===== config.mk =====
export PLATFORM = sky130hd
export DESIGN_NAME = aliquot_sum_classifier_core
export DESIGN_NICKNAME = d
export VERILOG_FILES = /design/src/rtl/asc_pkg.sv /design/src/rtl/aliquot_sum_classifier_core.sv
export SDC_FILE = /design/constraint.sdc
export NUM_CORES = 1
export LEC_CHECK = 0
export BUFFER_PORTS_ARGS = -buffer_cell sky130_fd_sc_hd__buf_2
export CORE_AREA = 2 2 138 140
export DETAILED_ROUTE_END_ITERATION = 7
export DIE_AREA = 0 0 140 142
export PLACE_DENSITY_LB_ADDON = 0.12
export REMOVE_ABC_BUFFERS = 1
export SYNTH_ARGS = -nofsm -noshare
export SYNTH_HDL_FRONTEND = slang
export SYNTH_SLANG_ARGS = --single-unit

===== constraint.sdc =====
create_clock -name clock -period 3.9 [get_ports clock]
set_clock_uncertainty 0.2 [all_clocks]
set_input_delay 0 -clock clock [delete_from_list [all_inputs] [get_ports clock]]
set_output_delay 0 -clock clock [all_outputs]
set_load 0.005 [all_outputs]

===== src/rtl/asc_pkg.sv =====
// Package for the aliquot sum classifier: widths, limits, result classes
// and sequencer states. No dependencies.
package asc_pkg;

   localparam int NUMBER_WIDTH_DEFAULT = 16;
   localparam int ABUND_WIDTH          = 19;
   localparam int ABUND_MAX            = 262143;
   localparam int ABUND_MIN            = -262144;

   typedef enum logic [1:0] {
      CLASS_ABUNDANT  = 2'd0,
      CLASS_PERFECT   = 2'd1,
      CLASS_DEFICIENT = 2'd2
   } class_type;

   typedef enum logic [1:0] {
      ST_IDLE,
      ST_DIV,
      ST_CHECK,
      ST_FINISH
   } state_type;

endpackage


===== src/rtl/aliquot_sum_classifier_core.sv =====
// Aliquot sum classifier: sums the proper divisors of a number and reports
// abundance and class. Depends on asc_pkg.
//
// One number is taken per run; req_stall stays high until the result has
// been moved to the output register. For number n >= 2 every candidate
// d = 1 .. n-1 goes through one serial restoring divider that produces one
// remainder bit per cycle, then a check state adds d to the sum when the
// remainder is zero; 0 and 1 skip the divider and go straight to finish.
// The result register holds one beat, so the next number is accepted while
// the previous result waits on rsp_stall. Abundance saturates to 19 bits;
// the class always follows the exact value.
module aliquot_sum_classifier_core #(
   parameter int NUMBER_WIDTH = asc_pkg::NUMBER_WIDTH_DEFAULT
) (
   input  logic                             clock,
   input  logic                             reset,
   input  logic                             req_valid,
   output logic                             req_stall,
   input  logic [NUMBER_WIDTH-1:0]          req_number,
   output logic                             rsp_valid,
   input  logic                             rsp_stall,
   output logic [1:0]                       rsp_number_class,
   output logic signed [asc_pkg::ABUND_WIDTH-1:0] rsp_abundance
);

   localparam int SUM_W = NUMBER_WIDTH + 3;
   localparam int AB_W  = NUMBER_WIDTH + 4;
   localparam int EXT_W = (AB_W > asc_pkg::ABUND_WIDTH) ? AB_W : asc_pkg::ABUND_WIDTH;
   localparam int CNT_W = $clog2(NUMBER_WIDTH);
   localparam logic signed [EXT_W-1:0] SAT_HI = EXT_W'(asc_pkg::ABUND_MAX);
   localparam logic signed [EXT_W-1:0] SAT_LO = EXT_W'(asc_pkg::ABUND_MIN);

   asc_pkg::state_type state_ff, state_in;

   logic [NUMBER_WIDTH-1:0] n_ff, n_in;
   logic [NUMBER_WIDTH-1:0] d_ff, d_in;
   logic [NUMBER_WIDTH-1:0] rem_ff, rem_in;
   logic [NUMBER_WIDTH-1:0] shift_ff, shift_in;
   logic [CNT_W-1:0]        cnt_ff, cnt_in;
   logic [SUM_W-1:0]        sum_ff, sum_in;

   logic                                   out_valid_ff, out_valid_in;
   asc_pkg::class_type                     out_class_ff, out_class_in;
   logic signed [asc_pkg::ABUND_WIDTH-1:0] out_ab_ff, out_ab_in;

   logic [NUMBER_WIDTH:0]   trial;
   logic [NUMBER_WIDTH-1:0] diff;
   logic                    fits;
   logic                    accept;
   logic                    out_free;
   logic signed [AB_W-1:0]  ab;
   logic signed [EXT_W-1:0] ab_ext;

   // shared divider step
   assign trial = {rem_ff, shift_ff[NUMBER_WIDTH-1]};
   assign fits  = trial >= {1'b0, d_ff};
   assign diff  = trial[NUMBER_WIDTH-1:0] - d_ff;

   assign ab     = $signed({1'b0, sum_ff}) - $signed({4'b0000, n_ff});
   assign ab_ext = EXT_W'(ab);

   assign req_stall = (state_ff != asc_pkg::ST_IDLE);
   assign accept    = req_valid && !req_stall;
   assign out_free  = !out_valid_ff || !rsp_stall;

   always_comb begin
      state_in     = state_ff;
      n_in         = n_ff;
      d_in         = d_ff;
      rem_in       = rem_ff;
      shift_in     = shift_ff;
      cnt_in       = cnt_ff;
      sum_in       = sum_ff;
      out_valid_in = out_valid_ff && rsp_stall;
      out_class_in = out_class_ff;
      out_ab_in    = out_ab_ff;
      unique case (state_ff)
         asc_pkg::ST_IDLE: begin
            if (accept) begin
               n_in     = req_number;
               d_in     = NUMBER_WIDTH'(1);
               rem_in   = '0;
               shift_in = req_number;
               cnt_in   = '0;
               sum_in   = '0;
               if (req_number > NUMBER_WIDTH'(1)) begin
                  state_in = asc_pkg::ST_DIV;
               end else begin
                  state_in = asc_pkg::ST_FINISH;
               end
            end
         end
         asc_pkg::ST_DIV: begin
            rem_in   = fits ? diff : trial[NUMBER_WIDTH-1:0];
            shift_in = shift_ff << 1;
            cnt_in   = cnt_ff + CNT_W'(1);
            if (cnt_ff == CNT_W'(NUMBER_WIDTH - 1)) begin
               state_in = asc_pkg::ST_CHECK;
            end
         end
         asc_pkg::ST_CHECK: begin
            if (rem_ff == '0) begin
               sum_in = sum_ff + SUM_W'(d_ff);
            end
            if (d_ff == n_ff - NUMBER_WIDTH'(1)) begin
               state_in = asc_pkg::ST_FINISH;
            end else begin
               d_in     = d_ff + NUMBER_WIDTH'(1);
               rem_in   = '0;
               shift_in = n_ff;
               cnt_in   = '0;
               state_in = asc_pkg::ST_DIV;
            end
         end
         asc_pkg::ST_FINISH: begin
            if (out_free) begin
               out_valid_in = 1'b1;
               priority if (ab > 0) begin
                  out_class_in = asc_pkg::CLASS_ABUNDANT;
               end else if (ab == 0) begin
                  out_class_in = asc_pkg::CLASS_PERFECT;
               end else begin
                  out_class_in = asc_pkg::CLASS_DEFICIENT;
               end
               priority if (ab_ext > SAT_HI) begin
                  out_ab_in = SAT_HI[asc_pkg::ABUND_WIDTH-1:0];
               end else if (ab_ext < SAT_LO) begin
                  out_ab_in = SAT_LO[asc_pkg::ABUND_WIDTH-1:0];
               end else begin
                  out_ab_in = ab_ext[asc_pkg::ABUND_WIDTH-1:0];
               end
               state_in = asc_pkg::ST_IDLE;
            end
         end
         default: state_in = asc_pkg::ST_IDLE;
      endcase
   end

   always_ff @(posedge clock) begin
      if (reset) begin
         state_ff     <= asc_pkg::ST_IDLE;
         out_valid_ff <= 1'b0;
      end else begin
         state_ff     <= state_in;
         out_valid_ff <= out_valid_in;
      end
   end

   always_ff @(posedge clock) begin
      n_ff         <= n_in;
      d_ff         <= d_in;
      rem_ff       <= rem_in;
      shift_ff     <= shift_in;
      cnt_ff       <= cnt_in;
      sum_ff       <= sum_in;
      out_class_ff <= out_class_in;
      out_ab_ff    <= out_ab_in;
   end

   assign rsp_valid        = out_valid_ff;
   assign rsp_number_class = out_class_ff;
   assign rsp_abundance    = out_ab_ff;

endmodule


==> flow_summary.json, run 1 <==
{
  "power.ir.vdd_worst_mv": 0.509,
  "syn2layout_area_growth_pct": 13.3,
  "grt_antenna_before_repair": 0,
  "grt_max_degree": 40,
  "coreArea_um2": 18500,
  "power.share.clock_pct": 10.0,
  "syn_area_per_cell_um2": 9.85,
  "final_core_util_pct": 47.5,
  "postLayoutSetupSlackWorst_ns": 0.222,
  "outcome": "finished clean",
  "fin_nets": 924,
  "synth_sequential_area_ratio_pct": 42.7,
  "power.internal_uw": 4860,
  "dp_cells": 1046,
  "die-area_um2": 19900,
  "drc": 0,
  "netlist_area_um2": 7730,
  "clk-insertion-delay-late_ns": 0.35,
  "ys_warn_count": 0,
  "rr_startpoint": "n_ff[1]",
  "io_pins": 43,
  "critical_path_s_top_delay_family": "buffers and inverters",
  "worst_pin_slew_ns": 1.16,
  "timing.setup.critical_path_class": "reg -> reg",
  "max_freq_mhz": 272,
  "final.period_utilization_pct": 94.3,
  "asyncSetResetFlopFracSynth_pct": 0,
  "dominant_combinational_cell_family_by_area_after_synthesis": "simple AND/OR/NAND/NOR gates",
  "timing.critical_path.slowest_stage_cell": "sky130_fd_sc_hd__dlygate4sd3_1",
  "cap_violations": 0,
  "layoutNonFillerInstCount": 1083,
  "die_width_um": 140,
  "placed_area_um2": 8250,
  "worst_path_largest_cell_delay_ns": 0.57,
  "maximum_net_fanout_on_the_critical_path": 5,
  "post_synth_xor_area_fraction_pct": 6.80,
  "cts_tree": "done",
  "cts.path.max_buffers": 2,
  "clk_pin_slew_worst_paths_ns": 0.07,
  "crit_path_cell_trace": "inv_1 -> ha_1 -> nor4b_2 -> buf_4 -> nand3_1 -> mux2_2 -> mux2i_1 -> o2bb2ai_1 -> o2111a_2 -> o21bai_2 -> a311oi_2 -> dlygate4sd3_1",
  "worst_setup_path_startpoint": "n_ff[1]",
  "pre_cts_ws_ns": 0.313,
  "stdcell_area_um2": 8760,
  "power.share.combinational_pct": 60.6,
  "post_drt_wl_per_cell_um": 17.3,
  "synth.area.mux_share_pct": 2.48,
  "pwr-share-seq_pct": 29.3,
  "setup_viol": 0,
  "cts-htree-levels": 3,
  "cts_root_buffer": "sky130_fd_sc_hd__clkbuf_16",
  "grt_pass1_vias": 5908,
  "slew_violations": 0,
  "critPathArrivalTime_ns": 3.78,
  "dp.final_hpwl_um": 14400,
  "cts_num_sinks": 111,
  "num_vias": 6061,
  "antenna_violating_nets_post_route": 0,
  "synthCells": 785,
  "timing.slew.headroom_pct": 22.1,
  "holdCritPathClass": "in -> reg",
  "synth-compound-area-share_pct": 16.2,
  "reg2reg_setup_slack_ns": 0.22,
  "initial_core_util_pct": 41.9,
  "critical_path_endpoint": "state_ff[1]",
  "antenna-diode-count": 0,
  "finalHoldViolations": 0,
  "rsz0062_at_grt": "no",
  "synthTopCellsByArea": "sky130_fd_sc_hd__edfxtp_1, sky130_fd_sc_hd__ha_1, sky130_fd_sc_hd__xnor2_1",
  "cellPowerDensity_nw_per_um2": 1020,
  "drt-vias-per-instance": 5.60,
  "postSynthRegisterBits": 111,
  "power.static_leakage_uw": 0.00343,
  "top_library_cells_by_usage_in_the_layout_fill_and_taps_aside": "sky130_fd_sc_hd__edfxtp_1, sky130_fd_sc_hd__nor2_1, sky130_fd_sc_hd__a21oi_1, sky130_fd_sc_hd__ha_1, sky130_fd_sc_hd__inv_1",
  "routed_wirelength_um": 18700,
  "drive_gt1_share_pct": 12.2,
  "timing.rr.end": "state_ff[1]",
  "detailedRoute.firstIterationViolations": 407,
  "core.rowCount": 50,
  "synth-simple-area-share_pct": 18.1,
  "netlist.area_leader.share_pct": 41.9,
  "die_height_um": 142,
  "detail_route.first_pass.iterations": 6,
  "hold_depth": 6,
  "final.min_clock_period_ns": 3.68,
  "total_power_uw": 8930,
  "gpl.final_weighted_congestion": 0.905,
  "count_of_flip_flops_with_a_built_in_enable_after_synthesis": 108,
  "cts_made_buffers": 9,
  "crit_buf_inv": 3,
  "netlist.top_cell.by_area": "sky130_fd_sc_hd__edfxtp_1",
  "synthDistinctLibCells": 65,
  "critical_path_depth": 12,
  "final_common_cell": "sky130_fd_sc_hd__edfxtp_1",
  "grtUsageTotal_pct": 19.3,
  "switching_part_of_the_total_pct": 45.6,
  "overflow": 0,
  "yosys.area_share.adder_pct": 9.84,
  "grt_pass1_wl_um": 30400,
  "critical_path.endpoint_type": "flop",
  "cp.required_ns": 4.00,
  "reg2regPathDepth": 12,
  "io_buffers": 42,
  "p_sw_uw": 4070,
  "cp-start-kind": "flop",
  "synth_top_flop_cell": "sky130_fd_sc_hd__edfxtp_1"
}
==> logic make-up (layout without fill, tap and decap cells) <==
kind of cell               count (synthesis)  after routing
xor gates and xnor gates                  60             60
DFF                                      111            111
buffers and inverters                     79            143
muxes                                     19             19
and+or+nand+nor                          267            267
AOI/OAI and AO/OA                        190            190
adders and majority gates                 59             59
==> flip-flops by register name, summed over array words and instances (netlist names) <==
signal            flops
rsp_abundance        19
sum_ff               19
d_ff                 16
n_ff                 16
rem_ff               16
shift_ff             16
cnt_ff                4
rsp_number_class      2
state_ff              2
rsp_valid             1
==> per-layer routing <==
metal / global-route usage, % / up-vias / part of all wire (%)
met4: 5.26 / 0 / 1.5
met5: 0 / - / 0
met3: 3.47 / 18 / 4.5
met1: 25.9 / 2904 / 47
li1: - / 3026 / -
met2: 32.5 / 113 / 47
==> worst min-delay path by stage <==
stage,startpoint,slack [ns],endpoint
floorplan,reset,-0.13,state_ff[1]
global placement,req_number[0],-0.002,n_ff[0]
detailed placement,req_number[0],0.006,n_ff[0]
CTS,req_valid,0.05,state_ff[0]
global route,req_valid,0.11,state_ff[0]
finish,req_valid,0.07,state_ff[0]
==> worst min-delay path, cell delays in order <==
cell	delay, ns
sky130_fd_sc_hd__buf_2	0.10
sky130_fd_sc_hd__nand2b_1	0.16
sky130_fd_sc_hd__nand2_1	0.07
sky130_fd_sc_hd__a21oi_1	0.07
sky130_fd_sc_hd__nor2_1	0.11
sky130_fd_sc_hd__a211oi_1	0.06
==> through the flow <==
stage	setup TNS, ns	hold slack [ns]
floorplan	-12.24	-0.132
global placement	0	-0.00246
detailed placement	0	0.00648
CTS	0	0.0527
global route	0	0.112
finish	0	0.0668
==> layout make-up <==
type | instances | area [um2]
Timing Repair Buffer | 77 | 533
Clock inverter | 6 | 51.3
Multi-Input combinational cell | 595 | 4160
Clock buffer | 9 | 225
Sequential cell | 111 | 3300
Tap cell | 234 | 293
Fill cell | 1718 | 9700
Inverter | 51 | 191
==> power groups by stage <==
stage	combinational (uW)	clock (uW)	sequential, uW
2_1_floorplan	4060	0	2500
3_3_place_gp	5270	0	2640
3_5_place_dp	5350	0	2650
4_1_cts	5400	923	2620
5_1_grt	6100	970	2690
6_report	5420	897	2620
==> cells in the mapped netlist (all sizes together) (19+ instances only) <==
cell type and n:
nor2 82, nor3 27, nand3 24, o21ai 34, ha 56, nand2 23, clkbuf 20, xnor2 39
nor2b 19, a21oi 59, inv 51, edfxtp 108, xor2 21
==> what timing repair did <==
action / in CTS / in global routing
gates resized for setup: 0 / 6
hold buffers: 19 / 0
setup buffers: 0 / 3
hold endpoints to repair: 35 / 0
setup endpoints to repair: 0 / 3
Power figures use the tool's default switching activity.
==> inputs of run 2 (changes only) <==
Settings changed: PLACE_DENSITY_LB_ADDON 0.12 to not set.
==> run 2 against run 1 <==
  * The run now ends with DRC left
  * First-iteration DRC count down 25%
  * Via count down 1.4%
  * Die area unchanged
  * Worst hold slack better by 0.018 ns
  * Final cell count about the same
  * Routed wire length down 3.6%
  * Sequential share of layout area up 0.065 points
  * Non-clock buffer count unchanged
  * Critical path depth down 3
  * Total power down 1.0%
  * Clock power up 1%
  * Worst setup slack better by 0.024 ns
  * Critical path type unchanged
  * Largest power group unchanged
  * Highest routed layer unchanged
==> flow_summary.json, run 2 (synthesis gave the netlist of run 1 again) <==
{
  "outcome": "finished with violations",
  "violations_in_the_final_reports": "DRC",
  "groute.layer.met3.usage_pct": 2.32,
  "core.rowCount": 50,
  "detail_route.first_pass.iterations": 7,
  "final_common_cell": "sky130_fd_sc_hd__edfxtp_1",
  "layout.filler_cells": 1704,
  "die-area_um2": 19900,
  "holdCritPathClass": "in -> reg",
  "critical_path.endpoint_type": "flop",
  "overflow": 0,
  "grt.busiest_layer": "met2",
  "grt_antenna_before_repair": 0,
  "cts_tree": "done",
  "layoutNonFillerInstCount": 1084,
  "final_core_util_pct": 47.4,
  "rr_startpoint": "n_ff[5]",
  "antenna_violating_nets_post_route": 0,
  "die_height_um": 142,
  "maximum_net_fanout_on_the_critical_path": 8,
  "fin_tns_setup_ns": 0,
  "timing.slew.headroom_pct": 27.6,
  "hold_path_startpoint": "req_valid",
  "slew_violations": 0,
  "final.min_clock_period_ns": 3.65,
  "crit_path_cell_trace": "or4_4 -> nor4_2 -> mux2i_1 -> mux2i_1 -> a2111oi_1 -> o2111a_2 -> o21bai_2 -> a311oi_2 -> dlygate4sd3_1",
  "worst_pin_slew_ns": 1.08,
  "top_library_cells_by_usage_in_the_layout_fill_and_taps_aside": "sky130_fd_sc_hd__edfxtp_1, sky130_fd_sc_hd__nor2_1, sky130_fd_sc_hd__a21oi_1, sky130_fd_sc_hd__ha_1, sky130_fd_sc_hd__inv_1",
  "drc": 4,
  "power.internal_uw": 4840,
  "syn2layout_area_growth_pct": 13.1,
  "max_freq_mhz": 274,
  "grt_max_degree": 39,
  "clk-insertion-delay-late_ns": 0.36,
  "cellPowerDensity_nw_per_um2": 1010,
  "die_width_um": 140,
  "cp-start-kind": "flop",
  "dp_cells": 1049,
  "cts.path.max_buffers": 2,
  "drive_gt1_share_pct": 12.0,
  "p_sw_uw": 4000,
  "pwr-share-seq_pct": 29.6,
  "grt_pass1_wl_um": 29300,
  "drt-vias-per-instance": 5.51,
  "grt_pass1_vias": 5687,
  "cp.required_ns": 4.01,
  "finalHoldViolations": 0,
  "grtUsageTotal_pct": 18.5,
  "post_drt_wl_per_cell_um": 16.7,
  "post-cts-setup-buffer-count": 0,
  "cap_violations": 0,
  "gpl.final_weighted_congestion": 0.827,
  "power.static_leakage_uw": 0.00341,
  "io_buffers": 42,
  "initial_core_util_pct": 41.9,
  "timing.setup.critical_path_class": "reg -> reg",
  "fin_nets": 924,
  "rsz0062_at_grt": "no",
  "timing.critical_path.slowest_stage_cell": "sky130_fd_sc_hd__or4_4",
  "worst_setup_path_startpoint": "n_ff[5]",
  "cts_root_buffer": "sky130_fd_sc_hd__clkbuf_16",
  "final.period_utilization_pct": 93.7,
  "switching_part_of_the_total_pct": 45.2,
  "io_pins": 43,
  "cp_common_cell": "sky130_fd_sc_hd__mux2i_1",
  "crit_buf_inv": 1,
  "critical_path_s_top_delay_family": "compound AO/OA/AOI/OAI gates",
  "met1_usage_pct": 25.3,
  "clk_pin_slew_worst_paths_ns": 0.08,
  "detailedRoute.firstIterationViolations": 306,
  "power.share.combinational_pct": 60.2,
  "routed_wirelength_um": 18100,
  "num_vias": 5976,
  "cts_num_sinks": 111,
  "cts-htree-levels": 3,
  "coreArea_um2": 18500,
  "cts_made_buffers": 9,
  "power.share.clock_pct": 10.3,
  "critPathArrivalTime_ns": 3.76,
  "antenna-diode-count": 0,
  "grt_use_met2_pct": 30.4,
  "worst_path_largest_cell_delay_ns": 0.59,
  "power.ir.vdd_worst_mv": 0.398,
  "setup_viol": 0,
  "dp.final_hpwl_um": 13600
}
==> run 2: cell types whose count changed in the layout (fill, tap and decap cells not counted), sizes merged <==
cell,change
clkinv,-1
clkinvlp,+3
inv,-1
==> run 2: what timing repair did <==
action | CTS | global route
hold buffers | 19 | 0
endpoints found under the setup margin | 0 | 2
hold endpoints to repair | 35 | 0
gates resized for setup | 0 | 4
==> run 2: final timing paths <==
kind | end | slack (ns) | depth (start not counted)
max reg2reg | state_ff[1] | 0.25 | 9
min reg2reg | state_ff[0] | 0.36 | 2
max | state_ff[1] | 0.25 | 9
min | state_ff[0] | 0.08 | 6
==> run 2: metal layers <==
metal  wire length (um)  up-vias
met1               8820     2805
met4                370        0
li1                   -     3031
met5                  0        -
met3                655       22
met2               8210      118
==> run 2: worst register-to-register path, cell delays in order, from the launching register on <==
cell and delay, ns:
sky130_fd_sc_hd__edfxtp_1 0.53, sky130_fd_sc_hd__or4_4 0.59, sky130_fd_sc_hd__nor4_2 0.31, sky130_fd_sc_hd__mux2i_1 0.22, sky130_fd_sc_hd__mux2i_1 0.09, sky130_fd_sc_hd__a2111oi_1 0.39, sky130_fd_sc_hd__o2111a_2 0.33, sky130_fd_sc_hd__o21bai_2 0.10
sky130_fd_sc_hd__a311oi_2 0.27, sky130_fd_sc_hd__dlygate4sd3_1 0.58
==> run 2: per-stage QoR <==
step	hold slack (ns)	total power, uW	instance area [um2]	setup slack (ns)
after global routing	0.145	9620	8740	0.0449
after CTS	0.0657	8880	8730	0.0649
after global placement	0.00274	7910	8260	0.414
after detailed placement	0.00340	7930	8260	0.295
after floorplan	-0.132	6560	7620	-0.289
final	0.0845	8840	8740	0.247
==> run 2: layout make-up <==
type / count / area [um2] / share of cell area [%]
Clock buffer: 9 / 225 / 2.58
Clock inverter: 7 / 55.1 / 0.630
Inverter: 51 / 191 / 2.19
Multi-Input combinational cell: 595 / 4160 / 47.5
Sequential cell: 111 / 3300 / 37.8
Tap cell: 234 / 293 / 3.35
Timing Repair Buffer: 77 / 520 / 5.95
==> run 2: power groups by stage <==
stage,Combinational (uW),Clock [uW],Sequential (uW)
floorplan,4060,0,2500
global placement,5280,0,2630
detailed placement,5290,0,2640
CTS,5330,930,2610
global route,5970,971,2680
finish,5320,908,2610
==> inputs of run 3 (changes only) <==
Clock period 3.9 ns to 4.7 ns, I/O delays scaled along.
==> run 3 against run 2 <==
  * The flow still finishes with violations (DRC)
  * Register-to-register slack improved by 0.42 ns
  * Worst setup slack improved by 0.42 ns
  * Die area unchanged
  * Sequential share of layout area barely moved
  * First-iteration DRC count increased by 2.6%
  * Non-clock buffer count down 4
  * Total power is 16% lower
  * Worst hold slack got worse by 0.019 ns
  * Global-route usage grew 0.39 points
  * Via count rose by 0.13%
  * Sequential power shrank 17%
  * Critical path type unchanged
  * Critical endpoint unchanged
  * Largest power group unchanged
==> flow_summary.json, run 3 (synthesis gave the netlist of run 1 again) <==
{
  "outcome": "finished with violations",
  "violations_in_the_final_reports": "DRC",
  "drc": 4,
  "cap_violations": 0,
  "final.min_clock_period_ns": 4.03,
  "cts_made_buffers": 9,
  "grt_pass1_vias": 5744,
  "critical_path.endpoint_type": "flop",
  "power.static_leakage_uw": 0.00343,
  "cts.path.max_buffers": 2,
  "die_height_um": 142,
  "power.ir.vdd_worst_mv": 0.491,
  "rr_startpoint": "n_ff[2]",
  "dp_cells": 1045,
  "timing.critical_path.slowest_stage_cell": "sky130_fd_sc_hd__or4_1",
  "crit_path_cell_trace": "or4_1 -> nor4_1 -> mux2i_1 -> mux2i_1 -> a2111oi_0 -> o2111a_2 -> o21bai_2 -> a311oi_2 -> dlygate4sd3_1",
  "dp.final_hpwl_um": 13700,
  "final.period_utilization_pct": 85.7,
  "core.rowCount": 50,
  "worst_path_largest_cell_delay_ns": 0.71,
  "multi_input_comb_area_um2": 4140,
  "cts_root_buffer": "sky130_fd_sc_hd__clkbuf_16",
  "cts_tree": "done",
  "overflow": 0,
  "worst_setup_path_startpoint": "n_ff[2]",
  "drive_gt1_share_pct": 11.0,
  "fin_tns_setup_ns": 0,
  "regArea_um2": 3300,
  "cp-start-kind": "flop",
  "crit_buf_inv": 1,
  "cts-htree-levels": 3,
  "grt_max_degree": 40,
  "timing.slew.headroom_pct": 35.8,
  "grtUsageTotal_pct": 18.9,
  "die-area_um2": 19900,
  "final_common_cell": "sky130_fd_sc_hd__edfxtp_1",
  "layoutNonFillerInstCount": 1079,
  "syn2layout_area_growth_pct": 13.2,
  "die_width_um": 140,
  "cellPowerDensity_nw_per_um2": 852,
  "cp_common_cell": "sky130_fd_sc_hd__mux2i_1",
  "io_pins": 43,
  "detailedRoute.firstIterationViolations": 314,
  "io_buffers": 42,
  "antenna-diode-count": 0,
  "cts_num_sinks": 111,
  "critical_path_s_top_delay_family": "simple AND/OR/NAND/NOR gates",
  "coreArea_um2": 18500,
  "total_power_uw": 7460,
  "top_library_cells_by_usage_in_the_layout_fill_and_taps_aside": "sky130_fd_sc_hd__edfxtp_1, sky130_fd_sc_hd__nor2_1, sky130_fd_sc_hd__a21oi_1, sky130_fd_sc_hd__ha_1, sky130_fd_sc_hd__inv_1",
  "gpl.final_weighted_congestion": 0.851,
  "rsz0062_at_grt": "no",
  "initial_core_util_pct": 41.9,
  "post_drt_wl_per_cell_um": 16.8,
  "slew_violations": 0,
  "hold_path_startpoint": "req_valid",
  "max_freq_mhz": 248,
  "worst_pin_slew_ns": 0.963,
  "clk-insertion-delay-late_ns": 0.35,
  "routed_wirelength_um": 18100,
  "antenna_violating_nets_post_route": 0,
  "setup_viol": 0,
  "critPathArrivalTime_ns": 4.12,
  "grt_pass1_wl_um": 29800,
  "maximum_net_fanout_on_the_critical_path": 7,
  "grt_antenna_before_repair": 0,
  "num_vias": 5984,
  "detail_route.first_pass.iterations": 8,
  "drt-vias-per-instance": 5.55,
  "finalHoldViolations": 0,
  "clk_pin_slew_worst_paths_ns": 0.07,
  "timing.setup.critical_path_class": "reg -> reg",
  "cp.required_ns": 4.79,
  "fin_nets": 920,
  "holdCritPathClass": "in -> reg",
  "layout.filler_cells": 1678
}
[run 3: changes by cell type in the layout (fill, tap and decap cells not counted), moves of 2 or more]
| cell | change |
|---|---|
| sky130_fd_sc_hd__clkinvlp_4 | -3 |
| sky130_fd_sc_hd__buf_4 | -4 |
| sky130_fd_sc_hd__bufinv_16 | +3 |
| sky130_fd_sc_hd__inv_6 | -2 |
[run 3: path summary, 6_finish.rpt]
check	to	slack [ns]	cells past startpoint
max	state_ff[1]	0.67	9
min	state_ff[0]	0.07	6
max reg2reg	state_ff[1]	0.67	9
min reg2reg	state_ff[0]	0.36	2
[run 3: per-stage QoR]
stage / utilization, % / setup slack [ns] / hold WS (ns) / area [um2]
2_1_floorplan: - / 0.511 / -0.132 / 7620
3_3_place_gp: 44.6 / 1.10 / -0.00232 / 8230
3_5_place_dp: 44.6 / 1.02 / 0.00273 / 8230
4_1_cts: 47.4 / 0.737 / 0.0587 / 8760
5_1_grt: 47.4 / 0.486 / 0.119 / 8760
6_report: 47.4 / 0.670 / 0.0659 / 8760
[run 3: final cells by class]
type,count,share of cell area [%]
Multi-Input combinational cell,595,47.3
Sequential cell,111,37.7
Timing Repair Buffer,73,5.60
Tap cell,234,3.34
Clock buffer,9,2.57
Inverter,51,2.19
Clock inverter,6,1.24
[run 3: per-layer routing]
layer	GRT usage, %	routed length, um
met2	31.2	8430
met3	2.39	706
met4	6.27	365
met1	25.8	8640
met5	0	0
[run 3: timing repair]
| action | 4_1_cts | 5_1_grt |
|---|---|---|
| endpoints found under the setup margin | 0 | 0 |
| hold endpoints to repair | 35 | 0 |
| gates resized for setup | 0 | 0 |
| setup buffers | 0 | 0 |
| hold buffers | 19 | 0 |
[run 3: tightest hold or removal path, stage by stage]
cell,delay (ns)
sky130_fd_sc_hd__buf_2,0.10
sky130_fd_sc_hd__nand2b_1,0.17
sky130_fd_sc_hd__nand2_1,0.08
sky130_fd_sc_hd__a21oi_1,0.07
sky130_fd_sc_hd__nor2_1,0.09
sky130_fd_sc_hd__a211oi_1,0.06
[run 3: power breakdown]
part	switching [uW]	internal, uW	leakage [uW]
combinational	2590	1840	0.00218
sequential	360	1800	0.00108
clock	355	519	0.000162
